===== config.mk =====
export PLATFORM = sky130hd
export DESIGN_NAME = adts_frame_deframer_flat
export DESIGN_NICKNAME = d
export VERILOG_FILES = /design/src/sv/adtsd_pkg.sv /design/src/sv/adtsd_in_if.sv /design/src/sv/adtsd_out_if.sv /design/src/sv/adtsd_fifo.sv /design/src/sv/adtsd_core.sv /design/src/sv/adts_frame_deframer.sv /design/src/flat_wrapper.sv
export SDC_FILE = /design/constraint.sdc
export NUM_CORES = 2
export LEC_CHECK = 0
export BUFFER_PORTS_ARGS = -buffer_cell sky130_fd_sc_hd__buf_2
export CAP_MARGIN = 10
export CORE_MARGIN = 5
export CORE_UTILIZATION = 29
export CTS_CLUSTER_DIAMETER = 40
export DETAILED_ROUTE_END_ITERATION = 16
export PLACE_DENSITY = 0.51
export SYNTH_ARGS = -nofsm -noshare
export SYNTH_HDL_FRONTEND = slang
export SYNTH_SLANG_ARGS = --single-unit

===== constraint.sdc =====
create_clock -name clk -period 17.58 [get_ports clk]
set_clock_uncertainty 0.15 [all_clocks]
set_input_delay 1.758 -clock clk [delete_from_list [all_inputs] [get_ports clk]]
set_output_delay 1.758 -clock clk [all_outputs]
set_load 0.1 [all_outputs]

===== src/sv/adtsd_pkg.sv =====
`timescale 1ns / 1ps

package adtsd_pkg;

    localparam int unsigned WIN_LEN    = 6;
    localparam int unsigned FIFO_DEPTH = 4;
    localparam int unsigned PADDR_W    = 3;

    // Register index, taken from the word address paddr[2].
    localparam logic REG_BUFFER_LENGTH = 1'b0;

    localparam logic [1:0] KIND_HEADER  = 2'd0;
    localparam logic [1:0] KIND_PAYLOAD = 2'd1;
    localparam logic [1:0] KIND_LAST    = 2'd2;
    localparam logic [1:0] KIND_DONE    = 2'd3;

    typedef struct packed {
        logic [1:0]  kind;
        logic [7:0]  payload_byte;
        logic [2:0]  profile;
        logic [3:0]  freq_idx;
        logic [16:0] sampling_hz;
        logic [2:0]  chan_cfg;
        logic [12:0] frame_len;
        logic [10:0] fullness;
        logic [2:0]  raw_blocks;
        logic        crc_flag;
        logic [29:0] frame_count;
        logic        last_of_run;
    } result_t;

    // Up to two results pushed into the output queue in one cycle.
    typedef struct packed {
        logic [1:0] count;
        result_t    res0;
        result_t    res1;
    } push_t;

    function automatic logic [16:0] sampling_hz_of(input logic [3:0] idx);
        logic [16:0] rate;
        case (idx)
            4'd0:    rate = 17'd96000;
            4'd1:    rate = 17'd88200;
            4'd2:    rate = 17'd64000;
            4'd3:    rate = 17'd48000;
            4'd4:    rate = 17'd44100;
            4'd5:    rate = 17'd32000;
            4'd6:    rate = 17'd24000;
            4'd7:    rate = 17'd22050;
            4'd8:    rate = 17'd16000;
            4'd9:    rate = 17'd12000;
            4'd10:   rate = 17'd11025;
            4'd11:   rate = 17'd8000;
            4'd12:   rate = 17'd7350;
            default: rate = 17'd0;
        endcase
        return rate;
    endfunction

endpackage


===== src/sv/adtsd_in_if.sv =====
`timescale 1ns / 1ps

interface adtsd_in_if;
    logic       valid;
    logic       ready;
    logic [7:0] data_byte;
    logic       first_of_buffer;

    modport source (output valid, output data_byte, output first_of_buffer, input ready);
    modport sink (input valid, input data_byte, input first_of_buffer, output ready);
endinterface


===== src/sv/adtsd_out_if.sv =====
`timescale 1ns / 1ps

interface adtsd_out_if;
    logic        valid;
    logic        ready;
    logic [1:0]  kind;
    logic [7:0]  payload_byte;
    logic [2:0]  profile;
    logic [3:0]  freq_idx;
    logic [16:0] sampling_hz;
    logic [2:0]  chan_cfg;
    logic [12:0] frame_len;
    logic [10:0] fullness;
    logic [2:0]  raw_blocks;
    logic        crc_flag;
    logic [29:0] frame_count;
    logic        last_of_run;

    modport source (
        output valid, output kind, output payload_byte, output profile,
        output freq_idx, output sampling_hz, output chan_cfg,
        output frame_len, output fullness, output raw_blocks,
        output crc_flag, output frame_count, output last_of_run,
        input ready
    );
    modport sink (
        input valid, input kind, input payload_byte, input profile,
        input freq_idx, input sampling_hz, input chan_cfg,
        input frame_len, input fullness, input raw_blocks,
        input crc_flag, input frame_count, input last_of_run,
        output ready
    );
endinterface


===== src/sv/adtsd_fifo.sv =====
`timescale 1ns / 1ps

module adtsd_fifo
(
    input  logic                    clk,
    input  logic                    rst_n,
    input  adtsd_pkg::push_t        push,
    output logic                    room,
    output logic                    out_valid,
    input  logic                    out_ready,
    output adtsd_pkg::result_t      out_data
);

    localparam int unsigned PTR_W = $clog2(adtsd_pkg::FIFO_DEPTH);
    localparam int unsigned CNT_W = PTR_W + 1;

    adtsd_pkg::result_t mem_reg [adtsd_pkg::FIFO_DEPTH];
    logic [PTR_W-1:0] wptr_reg;
    logic [PTR_W-1:0] wptr_next;
    logic [PTR_W-1:0] rptr_reg;
    logic [PTR_W-1:0] rptr_next;
    logic [CNT_W-1:0] count_reg;
    logic [CNT_W-1:0] count_next;
    logic             pop;

    assign pop       = out_valid && out_ready;
    assign out_valid = (count_reg != '0);
    assign out_data  = mem_reg[rptr_reg];
    assign room      = (count_reg <= CNT_W'(adtsd_pkg::FIFO_DEPTH - 2));

    always_comb
    begin
        wptr_next  = wptr_reg + PTR_W'(push.count);
        rptr_next  = pop ? rptr_reg + PTR_W'(1) : rptr_reg;
        count_next = count_reg + CNT_W'(push.count) - CNT_W'(pop);
    end

    always_ff @(posedge clk)
    begin
        if (push.count != 2'd0)
        begin
            mem_reg[wptr_reg] <= push.res0;
        end
        if (push.count == 2'd2)
        begin
            mem_reg[wptr_reg + PTR_W'(1)] <= push.res1;
        end
    end

    always_ff @(posedge clk or negedge rst_n)
    begin
        if (!rst_n)
        begin
            wptr_reg  <= '0;
            rptr_reg  <= '0;
            count_reg <= '0;
        end
        else
        begin
            wptr_reg  <= wptr_next;
            rptr_reg  <= rptr_next;
            count_reg <= count_next;
        end
    end

endmodule


===== src/sv/adtsd_core.sv =====
`timescale 1ns / 1ps

module adtsd_core
(
    input  logic                clk,
    input  logic                rst_n,
    input  logic                step,
    input  logic [7:0]          data_byte,
    input  logic                first_of_buffer,
    input  logic [31:0]         buffer_length,
    output adtsd_pkg::push_t    push
);

    localparam int unsigned FILL_W = $clog2(adtsd_pkg::WIN_LEN + 1);

    logic [31:0]       pos_reg;
    logic [31:0]       pos_next;
    logic [7:0]        win_reg [adtsd_pkg::WIN_LEN];
    logic [7:0]        win_next [adtsd_pkg::WIN_LEN];
    logic [FILL_W-1:0] fill_reg;
    logic [FILL_W-1:0] fill_next;
    logic              in_frame_reg;
    logic              in_frame_next;
    logic [12:0]       left_reg;
    logic [12:0]       left_next;
    logic [1:0]        crc_left_reg;
    logic [1:0]        crc_left_next;
    logic [29:0]       frames_reg;
    logic [29:0]       frames_next;

    logic [31:0]       pos;
    logic [7:0]        win [adtsd_pkg::WIN_LEN];
    logic [FILL_W-1:0] fill;
    logic              in_frame;
    logic [12:0]       left;
    logic [1:0]        crc_left;
    logic [29:0]       frames;

    logic              past_end;
    logic              at_end;
    logic [12:0]       left_dec;
    logic [12:0]       fl;
    logic [12:0]       body_len;
    logic [32:0]       remain;
    logic              hdr_ok;
    logic              has_crc;
    logic [12:0]       hdr_len;
    adtsd_pkg::result_t r0;
    adtsd_pkg::result_t r1;
    logic [1:0]        n;

    always_comb
    begin
        // A first byte restarts the walk before it is taken as position 0.
        pos      = first_of_buffer ? '0 : pos_reg;
        fill     = first_of_buffer ? '0 : fill_reg;
        in_frame = first_of_buffer ? 1'b0 : in_frame_reg;
        left     = first_of_buffer ? '0 : left_reg;
        crc_left = first_of_buffer ? '0 : crc_left_reg;
        frames   = first_of_buffer ? '0 : frames_reg;
        for (int i = 0; i < adtsd_pkg::WIN_LEN; i++)
        begin
            win[i] = first_of_buffer ? 8'd0 : win_reg[i];
        end

        past_end = (pos >= buffer_length);
        at_end   = (({1'b0, pos} + 33'd1) == {1'b0, buffer_length});
        left_dec = left - 13'd1;
        fl       = {win[3][1:0], win[4], win[5][7:5]};
        body_len = fl - 13'd7;
        remain   = {1'b0, buffer_length} - {1'b0, pos} + 33'd6;
        has_crc  = ~win[1][0];
        hdr_len  = has_crc ? 13'd9 : 13'd7;
        hdr_ok   = (win[0] == 8'hFF) && (win[1][7:4] == 4'hF) && (fl >= 13'd7)
                   && ({20'd0, fl} <= remain);

        pos_next      = pos;
        fill_next     = fill;
        in_frame_next = in_frame;
        left_next     = left;
        crc_left_next = crc_left;
        frames_next   = frames;
        win_next      = win;
        r0            = '0;
        r1            = '0;
        n             = 2'd0;

        if (!past_end)
        begin
            if (in_frame)
            begin
                left_next = left_dec;
                if (crc_left != 2'd0)
                begin
                    crc_left_next = crc_left - 2'd1;
                end
                else
                begin
                    r0.kind = (left_dec == 13'd0) ? adtsd_pkg::KIND_LAST
                                                  : adtsd_pkg::KIND_PAYLOAD;
                    r0.payload_byte = data_byte;
                    n = 2'd1;
                end
                if (left_dec == 13'd0)
                begin
                    in_frame_next = 1'b0;
                    fill_next     = '0;
                end
            end
            else if (fill < FILL_W'(adtsd_pkg::WIN_LEN))
            begin
                for (int i = 0; i < adtsd_pkg::WIN_LEN; i++)
                begin
                    if (fill == FILL_W'(i))
                    begin
                        win_next[i] = data_byte;
                    end
                end
                fill_next = fill + FILL_W'(1);
            end
            else if (hdr_ok)
            begin
                frames_next = frames + 30'd1;
                if (fl > hdr_len)
                begin
                    r0.kind        = adtsd_pkg::KIND_HEADER;
                    r0.profile     = {1'b0, win[2][7:6]} + 3'd1;
                    r0.freq_idx    = win[2][5:2];
                    r0.sampling_hz = adtsd_pkg::sampling_hz_of(win[2][5:2]);
                    r0.chan_cfg    = {win[2][0], win[3][7:6]};
                    r0.frame_len   = fl;
                    r0.fullness    = {win[5][4:0], data_byte[7:2]};
                    r0.raw_blocks  = {1'b0, data_byte[1:0]} + 3'd1;
                    r0.crc_flag    = has_crc;
                    r0.frame_count = frames + 30'd1;
                    n = 2'd1;
                end
                left_next = body_len;
                fill_next = '0;
                if (body_len != 13'd0)
                begin
                    in_frame_next = 1'b1;
                    if (!has_crc)
                    begin
                        crc_left_next = 2'd0;
                    end
                    else if (body_len < 13'd2)
                    begin
                        crc_left_next = body_len[1:0];
                    end
                    else
                    begin
                        crc_left_next = 2'd2;
                    end
                end
                else
                begin
                    in_frame_next = 1'b0;
                    crc_left_next = 2'd0;
                end
            end
            else
            begin
                for (int i = 0; i < adtsd_pkg::WIN_LEN - 1; i++)
                begin
                    win_next[i] = win[i + 1];
                end
                win_next[adtsd_pkg::WIN_LEN - 1] = data_byte;
            end

            if (at_end)
            begin
                if (n == 2'd0)
                begin
                    r0.kind        = adtsd_pkg::KIND_DONE;
                    r0.frame_count = frames_next;
                end
                else
                begin
                    r1.kind        = adtsd_pkg::KIND_DONE;
                    r1.frame_count = frames_next;
                end
                n = n + 2'd1;
            end
            pos_next = pos + 32'd1;
        end

        if (n == 2'd1)
        begin
            r0.last_of_run = 1'b1;
        end
        if (n == 2'd2)
        begin
            r1.last_of_run = 1'b1;
        end

        push.count = step ? n : 2'd0;
        push.res0  = r0;
        push.res1  = r1;
    end

    always_ff @(posedge clk or negedge rst_n)
    begin
        if (!rst_n)
        begin
            pos_reg      <= '0;
            fill_reg     <= '0;
            in_frame_reg <= 1'b0;
            left_reg     <= '0;
            crc_left_reg <= '0;
            frames_reg   <= '0;
            for (int i = 0; i < adtsd_pkg::WIN_LEN; i++)
            begin
                win_reg[i] <= 8'd0;
            end
        end
        else if (step)
        begin
            pos_reg      <= pos_next;
            fill_reg     <= fill_next;
            in_frame_reg <= in_frame_next;
            left_reg     <= left_next;
            crc_left_reg <= crc_left_next;
            frames_reg   <= frames_next;
            for (int i = 0; i < adtsd_pkg::WIN_LEN; i++)
            begin
                win_reg[i] <= win_next[i];
            end
        end
    end

endmodule


===== src/sv/adts_frame_deframer.sv =====
`timescale 1ns / 1ps

// ADTS frame sync over a buffer of known length.
// Load buffer_length through the APB port (byte address 0) while the block is
// idle, then send the buffer one byte per beat on in_ch, with first_of_buffer
// set on the opening byte. Each byte gives zero, one or two beats on out_ch:
// a decoded header when a valid frame is found, the frame's payload bytes
// (CRC bytes dropped, the final one marked), and a walk-finished beat with
// the frame total when the last byte of the buffer arrives.
// A byte is registered on acceptance and decoded from that register into a
// four-entry result queue, whose head is offered on out_ch; decoding waits
// while the queue lacks room for two more results.
// One byte is accepted every cycle while the queue holds at most two results;
// a byte that yields two results holds up later bytes only if the receiver
// cannot drain the queue faster than the bytes arrive.
// When out_ch stalls the queue fills and in_ch.ready falls; nothing is lost.
// Reset clears the walk state, the queue and buffer_length (to zero, so no
// byte produces results until the length is written).

module adts_frame_deframer
(
    input  logic                              clk,
    input  logic                              rst_n,
    adtsd_in_if.sink                          in_ch,
    adtsd_out_if.source                       out_ch,
    input  logic                              psel,
    input  logic                              penable,
    input  logic                              pwrite,
    input  logic [adtsd_pkg::PADDR_W-1:0]     paddr,
    input  logic [31:0]                       pwdata,
    output logic [31:0]                       prdata,
    output logic                              pready
);

    logic               len_wr;
    logic [31:0]        length_reg;
    logic               stage_valid_reg;
    logic               stage_valid_next;
    logic [7:0]         stage_byte_reg;
    logic               stage_first_reg;
    logic               room;
    logic               step;
    logic               in_fire;
    adtsd_pkg::push_t   push;
    adtsd_pkg::result_t head;

    assign pready  = 1'b1;
    assign prdata  = (paddr[2] == adtsd_pkg::REG_BUFFER_LENGTH) ? length_reg : 32'd0;
    assign len_wr  = psel && penable && pwrite
                     && (paddr[2] == adtsd_pkg::REG_BUFFER_LENGTH);

    always_ff @(posedge clk or negedge rst_n)
    begin
        if (!rst_n)
        begin
            length_reg <= 32'd0;
        end
        else if (len_wr)
        begin
            length_reg <= pwdata;
        end
    end

    assign step         = stage_valid_reg && room;
    assign in_ch.ready  = !stage_valid_reg || room;
    assign in_fire      = in_ch.valid && in_ch.ready;

    always_comb
    begin
        stage_valid_next = stage_valid_reg;
        if (in_fire)
        begin
            stage_valid_next = 1'b1;
        end
        else if (step)
        begin
            stage_valid_next = 1'b0;
        end
    end

    always_ff @(posedge clk or negedge rst_n)
    begin
        if (!rst_n)
        begin
            stage_valid_reg <= 1'b0;
        end
        else
        begin
            stage_valid_reg <= stage_valid_next;
        end
    end

    always_ff @(posedge clk)
    begin
        if (in_fire)
        begin
            stage_byte_reg  <= in_ch.data_byte;
            stage_first_reg <= in_ch.first_of_buffer;
        end
    end

    adtsd_core u_core
    (
        .clk             (clk),
        .rst_n           (rst_n),
        .step            (step),
        .data_byte       (stage_byte_reg),
        .first_of_buffer (stage_first_reg),
        .buffer_length   (length_reg),
        .push            (push)
    );

    adtsd_fifo u_fifo
    (
        .clk       (clk),
        .rst_n     (rst_n),
        .push      (push),
        .room      (room),
        .out_valid (out_ch.valid),
        .out_ready (out_ch.ready),
        .out_data  (head)
    );

    assign out_ch.kind         = head.kind;
    assign out_ch.payload_byte = head.payload_byte;
    assign out_ch.profile      = head.profile;
    assign out_ch.freq_idx     = head.freq_idx;
    assign out_ch.sampling_hz  = head.sampling_hz;
    assign out_ch.chan_cfg     = head.chan_cfg;
    assign out_ch.frame_len    = head.frame_len;
    assign out_ch.fullness     = head.fullness;
    assign out_ch.raw_blocks   = head.raw_blocks;
    assign out_ch.crc_flag     = head.crc_flag;
    assign out_ch.frame_count  = head.frame_count;
    assign out_ch.last_of_run  = head.last_of_run;

endmodule


===== src/flat_wrapper.sv =====
// flat-port wrapper written by rule: the top's interface ports become plain ports
module adts_frame_deframer_flat 
  (clk, rst_n, psel, penable, pwrite, paddr, pwdata, prdata, pready, in_ch_valid, in_ch_data_byte, in_ch_first_of_buffer, in_ch_ready, out_ch_valid, out_ch_kind, out_ch_payload_byte, out_ch_profile, out_ch_freq_idx, out_ch_sampling_hz, out_ch_chan_cfg, out_ch_frame_len, out_ch_fullness, out_ch_raw_blocks, out_ch_crc_flag, out_ch_frame_count, out_ch_last_of_run, out_ch_ready);
  adtsd_in_if in_ch_i ();
  adtsd_out_if out_ch_i ();
  input  logic clk;
  input  logic rst_n;
  input  logic psel;
  input  logic penable;
  input  logic pwrite;
  input  logic [adtsd_pkg::PADDR_W-1:0] paddr;
  input  logic [31:0] pwdata;
  output logic [31:0] prdata;
  output logic pready;
  input wire logic [$bits(in_ch_i.valid)-1:0] in_ch_valid;
  input wire logic [$bits(in_ch_i.data_byte)-1:0] in_ch_data_byte;
  input wire logic [$bits(in_ch_i.first_of_buffer)-1:0] in_ch_first_of_buffer;
  output wire logic [$bits(in_ch_i.ready)-1:0] in_ch_ready;
  output wire logic [$bits(out_ch_i.valid)-1:0] out_ch_valid;
  output wire logic [$bits(out_ch_i.kind)-1:0] out_ch_kind;
  output wire logic [$bits(out_ch_i.payload_byte)-1:0] out_ch_payload_byte;
  output wire logic [$bits(out_ch_i.profile)-1:0] out_ch_profile;
  output wire logic [$bits(out_ch_i.freq_idx)-1:0] out_ch_freq_idx;
  output wire logic [$bits(out_ch_i.sampling_hz)-1:0] out_ch_sampling_hz;
  output wire logic [$bits(out_ch_i.chan_cfg)-1:0] out_ch_chan_cfg;
  output wire logic [$bits(out_ch_i.frame_len)-1:0] out_ch_frame_len;
  output wire logic [$bits(out_ch_i.fullness)-1:0] out_ch_fullness;
  output wire logic [$bits(out_ch_i.raw_blocks)-1:0] out_ch_raw_blocks;
  output wire logic [$bits(out_ch_i.crc_flag)-1:0] out_ch_crc_flag;
  output wire logic [$bits(out_ch_i.frame_count)-1:0] out_ch_frame_count;
  output wire logic [$bits(out_ch_i.last_of_run)-1:0] out_ch_last_of_run;
  input wire logic [$bits(out_ch_i.ready)-1:0] out_ch_ready;
  assign in_ch_i.valid = in_ch_valid;
  assign in_ch_i.data_byte = in_ch_data_byte;
  assign in_ch_i.first_of_buffer = in_ch_first_of_buffer;
  assign in_ch_ready = in_ch_i.ready;
  assign out_ch_valid = out_ch_i.valid;
  assign out_ch_kind = out_ch_i.kind;
  assign out_ch_payload_byte = out_ch_i.payload_byte;
  assign out_ch_profile = out_ch_i.profile;
  assign out_ch_freq_idx = out_ch_i.freq_idx;
  assign out_ch_sampling_hz = out_ch_i.sampling_hz;
  assign out_ch_chan_cfg = out_ch_i.chan_cfg;
  assign out_ch_frame_len = out_ch_i.frame_len;
  assign out_ch_fullness = out_ch_i.fullness;
  assign out_ch_raw_blocks = out_ch_i.raw_blocks;
  assign out_ch_crc_flag = out_ch_i.crc_flag;
  assign out_ch_frame_count = out_ch_i.frame_count;
  assign out_ch_last_of_run = out_ch_i.last_of_run;
  assign out_ch_i.ready = out_ch_ready;
  adts_frame_deframer u_core (.clk(clk), .rst_n(rst_n), .in_ch(in_ch_i), .out_ch(out_ch_i), .psel(psel), .penable(penable), .pwrite(pwrite), .paddr(paddr), .pwdata(pwdata), .prdata(prdata), .pready(pready));
endmodule

==> reports/qor.tcl <==
set qor(run_status) {completed}
set qor(floorplan.core_area_sq_um) 109000
set qor(yosys_warnings) 0
set qor(hp-start) {u_core.u_fifo.mem_reg[3][91]}
set qor(combinational_family_with_the_most_area_after_synthesis) {compound AO/OA/AOI/OAI gates}
set qor(critPathLaunchType) {flip-flop}
set qor(start_util_pct) 29.2
set qor(number_of_buffers_on_the_longest_clock_path) 3
set qor(synth_largest_area_cell) {dfxtp_1}
set qor(vias_in_the_first_global_route) 26379
set qor(post_cts.repair.setup_buffers) 0
set qor(slew_headroom_pct) 23.4
set qor(finalHoldViolations) 0
set qor(post_synth_xor_area_fraction_pct) 2.94
set qor(synthesis.area_per_instance_sq_um) 9.34
set qor(required_worst_endpoint_ps) 17900
set qor(synth-compound-area-share_pct) 19.8
set qor(cp-startpoint) {u_core.stage_first_reg}
set qor(dp_hpwl_mm) 75.0
set qor(fin_crit_ps) 9730
set qor(net_switching_uw) 2190
set qor(crit_path_max_fanout) 45
set qor(path_common_cell) {ha_1}
set qor(largest_net_degree_at_the_start_of_global_routing) 88
set qor(power_per_cell_area_nw_per_um2) 141
set qor(boundaryPins) 182
set qor(route.final.wire_length_mm) 110
set qor(chipWidth_um) 341
set qor(vias) 27105
set qor(clock_tree_from_tritoncts) {built}
set qor(yosys.area_share.simple_pct) 16.6
set qor(detail_route.first_pass.iterations) 9
set qor(internal_power_uw) 3100
set qor(share_comb_of_total_power_pct) 35.2
set qor(cts_buffers) 94
set qor(dp.cells) 4843
set qor(clk-insertion-delay-late_ps) 680
set qor(hold_depth) 2
set qor(asyncSetResetFlopFracSynth_pct) 30.1
set qor(global_route.overflow_total) 0
set qor(final_cell_count_no_fill) 5021
set qor(grt_first_pass_wirelength_mm) 166
set qor(post_synth_mux_area_share_pct) 8.69
set qor(gp_routability_congestion) 0.865
set qor(number_of_distinct_standard_cells_referenced_by_the_synthesized_netlist) 96
set qor(largest_register_ff_count) 384
set qor(worstSetupPathType) {flip-flop to flip-flop}
set qor(antenna_violations_before_repair) 4
set qor(post_synth_main_area_contributors) {dfxtp_1 (16%), edfxtp_1 (13%), dfrtp_1 (13%)}
set qor(die_area_sq_um) 117000
set qor(setup_repair_after_global_routing_missed_its_margin) {no}
set qor(setup_total_negative_slack_ps) 0
set qor(cts-htree-levels) 3
set qor(cts.clk_slew.worst_paths_ps) 60
set qor(finalCritPeriodShare_pct) 55.4
set qor(ctsResizeCount) 0
set qor(min_to) {u_core.u_fifo.mem_reg[3][91]}
set qor(postSynthRegisterBits) 562
set qor(power.clock.fraction_pct) 35.1
set qor(die_height_um) 341
set qor(r2r_start) {u_core.stage_first_reg}
set qor(synth_ff_type) {dfxtp_1}
set qor(drv_slew) 0
set qor(synthAdderAreaFrac_pct) 5.39
set qor(syn_nets) 3598
set qor(synth_largest_type_area_fraction_pct) 15.8
set qor(port_buffers) 178
set qor(ff2ff_setup_slack_ps) 7850
set qor(avgRoutedWirePerCell_um) 21.9
set qor(final_total_pwr_uw) 5290
set qor(nets) 3712
set qor(cap_viol_max_count) 0
set qor(clock_tree.root_cell) {clkbuf_16}
set qor(max_slew.worst_pin.slew_ps) 1140
set qor(areaGrowthSynthToFinish_pct) 17.5
set qor(final-setup-viol-count) 0
set qor(synth.cell_area_sq_um) 31900
set qor(switching_share_pct) 41.5
set qor(cts-hold-fix-buffers) 0
set qor(gr-usage-all-layers_pct) 18.2
set qor(r2r_end) {u_core.u_fifo.mem_reg[1][20]}
set qor(synth_enable_flop_cells) 141
set qor(timing.reg2reg.worst_path_depth) 34
set qor(critical_path_arrival_ps) 10050
set qor(antenna_left) 0
set qor(detail_route.vias_per_cell) 5.40
set qor(holdWs_ps) 299
set qor(worst_setup_path_end_kind) {flip-flop}
set qor(sequential_share_of_power_pct) 29.7
set qor(synth-seq-area-share_pct) 42.4
set qor(fp-row-count) 121
set qor(min-delay-path-class) {flip-flop to flip-flop}
set qor(critPathSlowestCell) {nand2_1}
set qor(worst_path_largest_cell_delay_ps) 590
set qor(vdd_drop_max_uv) 125
set qor(power_leakage_uw) 0.0143
set qor(drt_iter0_drc) 2554
set qor(tritoncts_num_sinks) 562
set qor(synthCells) 3411
set qor(clock.fmax_mhz) 103
set qor(final_layout_size_suffix_gt1_share_pct) 16.4
set qor(remaining_drc_errors) 0
[per-stage QoR]
step | instance area (sq um) | utilization [%] | worst slack (ps)
finish | 37400 | 34.3 | 7850
global route | 37400 | 34.3 | 7000
CTS | 37400 | 34.3 | 7760
detailed placement | 34200 | 31.4 | 7790
global placement | 34200 | 31.4 | 7970
floorplan | 31900 | - | 8530
[cells in the mapped netlist, drive strengths merged (17+ instances only)]
cell / instances
and3: 23
edfxtp: 141
clkbuf: 176
nor4: 32
nor2b: 47
xnor2: 75
dfxtp: 252
inv: 135
ha: 134
mux2: 36
a21oi: 166
dfrtp: 169
buf: 41
nor3: 59
xor2: 32
and2: 23
a21o: 29
nand2b: 25
nand4: 42
nor2: 222
mux4: 96
nand3: 69
o21ai: 370
or3: 33
o22ai: 67
a222oi: 22
mux2i: 20
o211ai: 19
o21a: 17
a31oi: 28
a211oi: 44
a22oi: 19
nand2: 476
a22o: 102
[how the worst max path moves through the flow]
stage / endpoint / cells after the start
3_3_place_gp: u_core.u_fifo.mem_reg[1][20] / 34
6_report: u_core.u_fifo.mem_reg[1][20] / 34
4_1_cts: u_core.u_fifo.mem_reg[1][20] / 34
3_5_place_dp: u_core.u_fifo.mem_reg[1][20] / 34
2_1_floorplan: u_core.u_fifo.mem_reg[2][0] / 34
5_1_grt: u_core.u_fifo.mem_reg[1][20] / 32
[critical path, delay by kind of cell (launching register included)]
kind	cells	cell delay, ps
xor+xnor	1	110
compound gates	8	1810
fa+ha+maj	5	1410
flops	1	320
simple gates	15	4400
buf+inv	5	1300
[power groups by stage]
stage	combinational, uW	clock [uW]	sequential [uW]
after detailed placement	1860	0	1590
after global placement	1850	0	1590
after floorplan	1450	0	1480
after CTS	1870	1900	1570
after global routing	2000	1950	1580
final	1860	1860	1570
[cell families (layout without fill, tap and decap cells)]
kind of cell | count (synthesis) | after routing
buffers and inverters | 352 | 546
xor gates and xnor gates | 107 | 107
muxes | 152 | 152
and+or+nand+nor | 1117 | 1117
adders and majority gates | 136 | 136
other | 1 | 3
DFF | 562 | 562
AOI/OAI and AO/OA | 984 | 984
[layer usage]
metal	global-route usage, %	vias to the layer above	share of wire (%)
met5	0	-	0.025
met4	5.43	4	2.9
met3	2.90	180	5.4
met2	29.7	850	46
met1	24.9	13279	45
li1	-	12792	-
[layout by cell type (no fill, tap or decap), types with 28 or more instances in the layout]
| cell type | synthesis | layout |
|---|---|---|
| a31oi_1 | 28 | 28 |
| a21oi_1 | 160 | 157 |
| a211oi_1 | 42 | 42 |
| nor3_1 | 58 | 58 |
| mux2_2 | 36 | 36 |
| clkbuf_16 | 0 | 97 |
| buf_4 | 1 | 57 |
| edfxtp_1 | 141 | 141 |
| o22ai_1 | 67 | 67 |
| xor2_1 | 32 | 32 |
| nand4_1 | 40 | 40 |
| dfrtp_1 | 169 | 167 |
| nand2_1 | 475 | 474 |
| nor2_1 | 222 | 215 |
| dfxtp_1 | 252 | 252 |
| ha_1 | 134 | 134 |
| buf_2 | 19 | 177 |
| xnor2_1 | 75 | 75 |
| inv_1 | 133 | 133 |
| a22o_1 | 102 | 102 |
| mux4_2 | 96 | 96 |
| nand3_1 | 68 | 68 |
| a21o_1 | 29 | 29 |
| o21ai_0 | 364 | 362 |
| or3_1 | 33 | 33 |
| nor2b_1 | 47 | 47 |
[area by class of cell]
type / instances / area (sq um)
diodes: 2 / 5.00
repair buffers: 235 / 1330
inverters: 135 / 508
fillers: 11216 / 71600
clock buffers: 113 / 2560
flip-flops and latches: 562 / 13500
multi-input cells: 2497 / 17100
clock inverters: 63 / 693
well taps: 1414 / 1770
Note: power is estimated with default switching activity, not from simulation.
